--- src/fbs_pkg.sv ---
`timescale 1ns / 1ps
// Shared types, constants and the blur kernel for the fire blur stream unit.
// No dependencies.
package fbs_pkg;

  localparam int PIX_W          = 8;
  localparam int LINE_WIDTH_W   = 11;
  localparam int FRAME_HEIGHT_W = 13;
  localparam int CFG_DATA_W     = 13;
  localparam int CFG_INDEX_W    = 2;

  localparam int DEF_MAX_WIDTH  = 1024;
  localparam int DEF_MAX_HEIGHT = 4096;

  // Reset geometry, stored as last column / last row.
  localparam logic [LINE_WIDTH_W-1:0]   W_LAST_RST = LINE_WIDTH_W'(640 - 1);
  localparam logic [FRAME_HEIGHT_W-1:0] H_LAST_RST = FRAME_HEIGHT_W'(480 - 1);

  localparam logic [PIX_W-1:0] BLUR_BIAS = PIX_W'(2);

  typedef enum logic [CFG_INDEX_W-1:0] {
    REG_LINE_WIDTH   = 2'd0,
    REG_FRAME_HEIGHT = 2'd1
  } cfg_reg_t;

  typedef logic [PIX_W-1:0] pix_t;

  // Effective frame geometry plus a restart strobe on any register write.
  typedef struct packed {
    logic                      restart;
    logic [LINE_WIDTH_W-1:0]   w_last;
    logic [FRAME_HEIGHT_W-1:0] h_last;
  } geom_t;

  // floor(sum of four neighbors / 4) - 2, floored at zero.
  function automatic pix_t blur4(input pix_t up, input pix_t down,
                                 input pix_t left, input pix_t right);
    logic [PIX_W+1:0] sum;
    pix_t             avg;
    sum = {2'b00, up} + {2'b00, down} + {2'b00, left} + {2'b00, right};
    avg = sum[PIX_W+1:2];
    return (avg >= BLUR_BIAS) ? avg - BLUR_BIAS : '0;
  endfunction

endpackage

--- src/fbs_cfg.sv ---
`timescale 1ns / 1ps
// Configuration registers: decode writes, clamp width and height to legal range.
// Depends on fbs_pkg for register codes and the geometry struct.
module fbs_cfg #(
  parameter int MAX_WIDTH  = fbs_pkg::DEF_MAX_WIDTH,
  parameter int MAX_HEIGHT = fbs_pkg::DEF_MAX_HEIGHT
) (
  input  logic                               clk,
  input  logic                               rst_n,
  input  logic                               cfg_valid,
  output logic                               cfg_ready,
  input  logic [fbs_pkg::CFG_INDEX_W-1:0]    cfg_index,
  input  logic [fbs_pkg::CFG_DATA_W-1:0]     cfg_data,
  output fbs_pkg::geom_t                     geom
);

  localparam int LW = fbs_pkg::LINE_WIDTH_W;
  localparam int HW = fbs_pkg::FRAME_HEIGHT_W;
  localparam logic [LW-1:0] W_LAST_MAX =
    LW'(((MAX_WIDTH > (1 << LW)) ? (1 << LW) : MAX_WIDTH) - 1);
  localparam logic [HW-1:0] H_LAST_MAX =
    HW'(((MAX_HEIGHT > (1 << HW)) ? (1 << HW) : MAX_HEIGHT) - 1);

  logic [LW-1:0] w_last_r, w_last_nxt;
  logic [HW-1:0] h_last_r, h_last_nxt;
  logic          restart;
  logic [LW-1:0] lw;
  logic [HW-1:0] fh;

  assign cfg_ready = 1'b1;
  assign lw = cfg_data[LW-1:0];
  assign fh = cfg_data[HW-1:0];

  always_comb begin
    w_last_nxt = w_last_r;
    h_last_nxt = h_last_r;
    restart    = 1'b0;
    if (cfg_valid) begin
      unique case (cfg_index)
        fbs_pkg::REG_LINE_WIDTH: begin
          restart = 1'b1;
          if (lw < LW'(3))                 w_last_nxt = LW'(2);
          else if (lw - LW'(1) > W_LAST_MAX) w_last_nxt = W_LAST_MAX;
          else                             w_last_nxt = lw - LW'(1);
        end
        fbs_pkg::REG_FRAME_HEIGHT: begin
          restart = 1'b1;
          if (fh < HW'(3))                 h_last_nxt = HW'(2);
          else if (fh - HW'(1) > H_LAST_MAX) h_last_nxt = H_LAST_MAX;
          else                             h_last_nxt = fh - HW'(1);
        end
        default: restart = 1'b0;
      endcase
    end
  end

  always_ff @(posedge clk) begin
    if (!rst_n) begin
      w_last_r <= fbs_pkg::W_LAST_RST;
      h_last_r <= fbs_pkg::H_LAST_RST;
    end else begin
      w_last_r <= w_last_nxt;
      h_last_r <= h_last_nxt;
    end
  end

  assign geom.restart = restart;
  assign geom.w_last  = w_last_r;
  assign geom.h_last  = h_last_r;

endmodule

--- config.mk ---
export PLATFORM = sky130hd
export DESIGN_NAME = fbs_cfg
export DESIGN_NICKNAME = d
export VERILOG_FILES = /design/src/fbs_pkg.sv /design/src/fbs_cfg.sv
export SDC_FILE = /design/constraint.sdc
export NUM_CORES = 1
export LEC_CHECK = 0
export BUFFER_PORTS_ARGS = -buffer_cell sky130_fd_sc_hd__buf_2
export CAP_MARGIN = 20
export CORE_MARGIN = 2
export CORE_UTILIZATION = 38
export DETAILED_ROUTE_END_ITERATION = 12
export PLACE_DENSITY = 0.61
export SLEW_MARGIN = 25
export SYNTH_ARGS = -nofsm -noshare
export SYNTH_HDL_FRONTEND = slang
export SYNTH_SLANG_ARGS = --single-unit
--- constraint.sdc ---
create_clock -name clk -period 5.7 [get_ports clk]
set_input_delay 0.57 -clock clk [delete_from_list [all_inputs] [get_ports clk]]
set_output_delay 0.57 -clock clk [all_outputs]
set_load 0.02 [all_outputs]
==> results by group <==
Placed design
  • GP Congestion: 0.881
  • Final HPWL DP: 2830 µm
  • Dpl cells: 240
  • Post-Place Worst Slack: 2.99 ns
  • # port buffers: 42

Power and ir drop
  • Worst VDD drop: 144 µV
  • PwrDens: 230 mW/mm²
  • Leakage power: 0.628 nW

Drt
  • WL final: 3790 µm
  • Initial DRC count: 72
  • Vias per Instance: 5.74
  • Routed Antenna Nets: 0
  • Post-route DRC violation count: 0
  • Drt pass-1 iters: 4
  • Wire length per cell: 15.5 µm
  • Vias post-DR: 1400

STA
  • Fin Hold WS: 0.490 ns
  • RSZ-0062 raised after global routing: no
  • Post-Route Skew: 0 ns
  • Final setup vio count: 0
  • Setup_tns: 0 ns
  • Slew margin rel.: 40.5%
  • Final period utilization: 42.0%
  • Highest Clock Rate: 0.418 GHz
  • Final critical-path required period: 2.39 ns
  • Fin. Hold Viols: 0
  • Worst-Margin Slew: 0.887 ns
  • Max-slew violations: 0
  • Final worst setup slack: 3.31 ns

Worst setup path
  • Worst Path Max Fanout: 9
  • R2R cell count: 2
  • Crit path DAT: 2.64 ns
  • Critical Path End Type: register
  • Worst setup startpoint: cfg_data[0]
  • FF-to-FF End: h_last_r[9]
  • R2R setup slack: 4.79 ns
  • Crit Reg-Reg Startpoint: h_last_r[9]
  • Kind of critical path: in -> reg
  • Worst setup path endpoint: h_last_r[5]
  • CP startpoint kind: input pin
  • CP required: 5.95 ns

Hold path
  • Origin of the worst min-delay path: w_last_r[6]
  • Hold Crit Class: reg -> reg

Floorplan
  • Die extent in y: 64.1 µm
  • Core area: 0.00339 mm²
  • DIE AREA: 0.00410 mm²
  • Chip width: 64.1 µm
  • Row count: 21
  • Io pins: 44
  • Initial Utilization: 40.5%

GRT
  • Global route overflow: 0
  • Initial antenna violation count: 0
  • First-pass GRT wire length: 6130 µm
  • Largest net degree at the start of global routing: 21
  • GRT Total Usage: 18.9%
  • Vias in the first global route: 1303

Synthesis
  • Post-synth EDFFs: 0
  • Async SR Flop Fraction: 0%
  • Synth Flop Type: dfxtp_1
  • Synthesized area: 0.00137 mm²
  • Yosys reg bits: 24
  • Seq/Total Area, Yosys: 35.0%
  • Syn avg cell area: 8.46 µm²
  • Yosys warnings: 0
  • Syn Nets: 182
  • Syn Inst Count: 162
  • Yosys cell types: 48

Cells and area
  • N_diodes: 0
  • Final Util: 48.2%
  • P&R area growth vs syn: 19.3%
  • Filler cell count: 357
  • Post-Layout Cell Count: 244
  • Share of cells above drive strength 1: 28.8%
  • Nets: 219

Clock network
  • Clock slew at reported path FFs: 0.14 ns
  • Clk_lat worst skew: 0.32 ns
  • Root Buffer: clkbuf_4
  • Hold-fix buffers, CTS: 0
  • Post-CTS Resized: 0
  • Sink Count: 24
  • Clk buf depth: 2
  • CTS H-Tree Depth: 1
  • TritonCTS Buffers: 3
  • TritonCTS clock tree: done
  • Setup Fix Bufs, Post-CTS: 0

Flow run
  • Maxcap violations: 0

Status
  • Status: completed
## state kept, by name, summed over array words and instances (netlist names)
register and count:
w_last_r 11, h_last_r 13
## per-layer routing
layer | GRT usage, % | up-vias | part of all wire [%]
met5 | 0 | - | 0
met4 | 5.71 | 0 | 1.2
met3 | 4.93 | 6 | 6.0
met2 | 31.4 | 51 | 49
met1 | 23.9 | 662 | 44
li1 | - | 681 | -
## critical path, cell delays in order
cell and delay, ns:
buf_2 0.14, inv_1 0.13, ha_1 0.37, nor4b_1 0.57, and4_1 0.50, nor2_1 0.13, a221oi_2 0.23
## how the worst min path moves through the flow
stage                              end  depth (start not counted)  slack [ns]
final                      w_last_r[6]                          2        0.49
after global routing      h_last_r[12]                          1        0.51
after CTS                  w_last_r[6]                          2        0.49
after detailed placement   w_last_r[6]                          2        0.46
after global placement     h_last_r[8]                          2        0.45
after floorplan           h_last_r[11]                          2        0.55
## cell type report
type / count / area, µm² / area share [%]
multi-input cells: 120 / 805 / 49.2
well taps: 46 / 57.6 / 3.52
flip-flops and latches: 24 / 480 / 29.4
clock buffers: 3 / 22.5 / 1.38
clock inverters: 1 / 30.0 / 1.84
repair buffers: 42 / 210 / 12.9
inverters: 8 / 30.0 / 1.84
## placed cells by master, fill, tap and decap left out, types with 4 or more instances in the layout
cell type  netlist  routed
nor3_1           8       8
inv_1            8       8
nor4_1           4       4
a21oi_1         17      17
nand2_1          9       9
o21ai_0         12      12
buf_2            0      42
dfxtp_1         24      24
nand3_1          7       7
nor2_1           6       6
## report_power, final
group	internal, mW	total [mW]	switching [mW]
registers	0.175	0.179	0.00359
clock network	0.0711	0.126	0.0551
logic	0.0244	0.0714	0.0471
total	0.270	0.376	0.106
## Yosys cell counts (2+ instances only)
cell | n | area [µm²]
nor2b_1 | 2 | 12.5
a21oi_1 | 17 | 85.1
nand2_1 | 9 | 33.8
nand3_1 | 7 | 35.0
nor4_1 | 4 | 25.0
or3_1 | 2 | 12.5
nor4b_1 | 3 | 26.3
dfxtp_1 | 24 | 480
xor2_1 | 3 | 26.3
clkbuf_1 | 5 | 18.8
ha_1 | 2 | 25.0
and4_1 | 3 | 26.3
and2_1 | 2 | 12.5
nor3_1 | 8 | 40.0
a221oi_1 | 2 | 17.5
buf_4 | 5 | 37.5
a221oi_2 | 2 | 30.0
nor3b_1 | 2 | 15.0
nor2_1 | 6 | 22.5
and3_1 | 2 | 12.5
a21boi_0 | 2 | 15.0
inv_1 | 8 | 30.0
a31oi_1 | 3 | 18.8
o31a_1 | 3 | 26.3
o21ai_0 | 12 | 60.1
a211oi_1 | 2 | 15.0
## through the flow
| stage | total power [mW] | area (µm²) |
|---|---|---|
| after CTS | 0.376 | 1640 |
| after detailed placement | 0.253 | 1580 |
| after global placement | 0.252 | 1580 |
| after global routing | 0.389 | 1640 |
| final | 0.376 | 1640 |
| after floorplan | 0.226 | 1370 |
## cells by family after synthesis
logic type / share of synthesized area (%)
DFF: 35.0
buffers and inverters: 6.30
xor gates and xnor gates: 1.92
adders and majority gates: 1.82
AOI/OAI and AO/OA: 27.8
other: 0.273
and+or+nand+nor: 26.8
(Power assumes the default switching activity.)
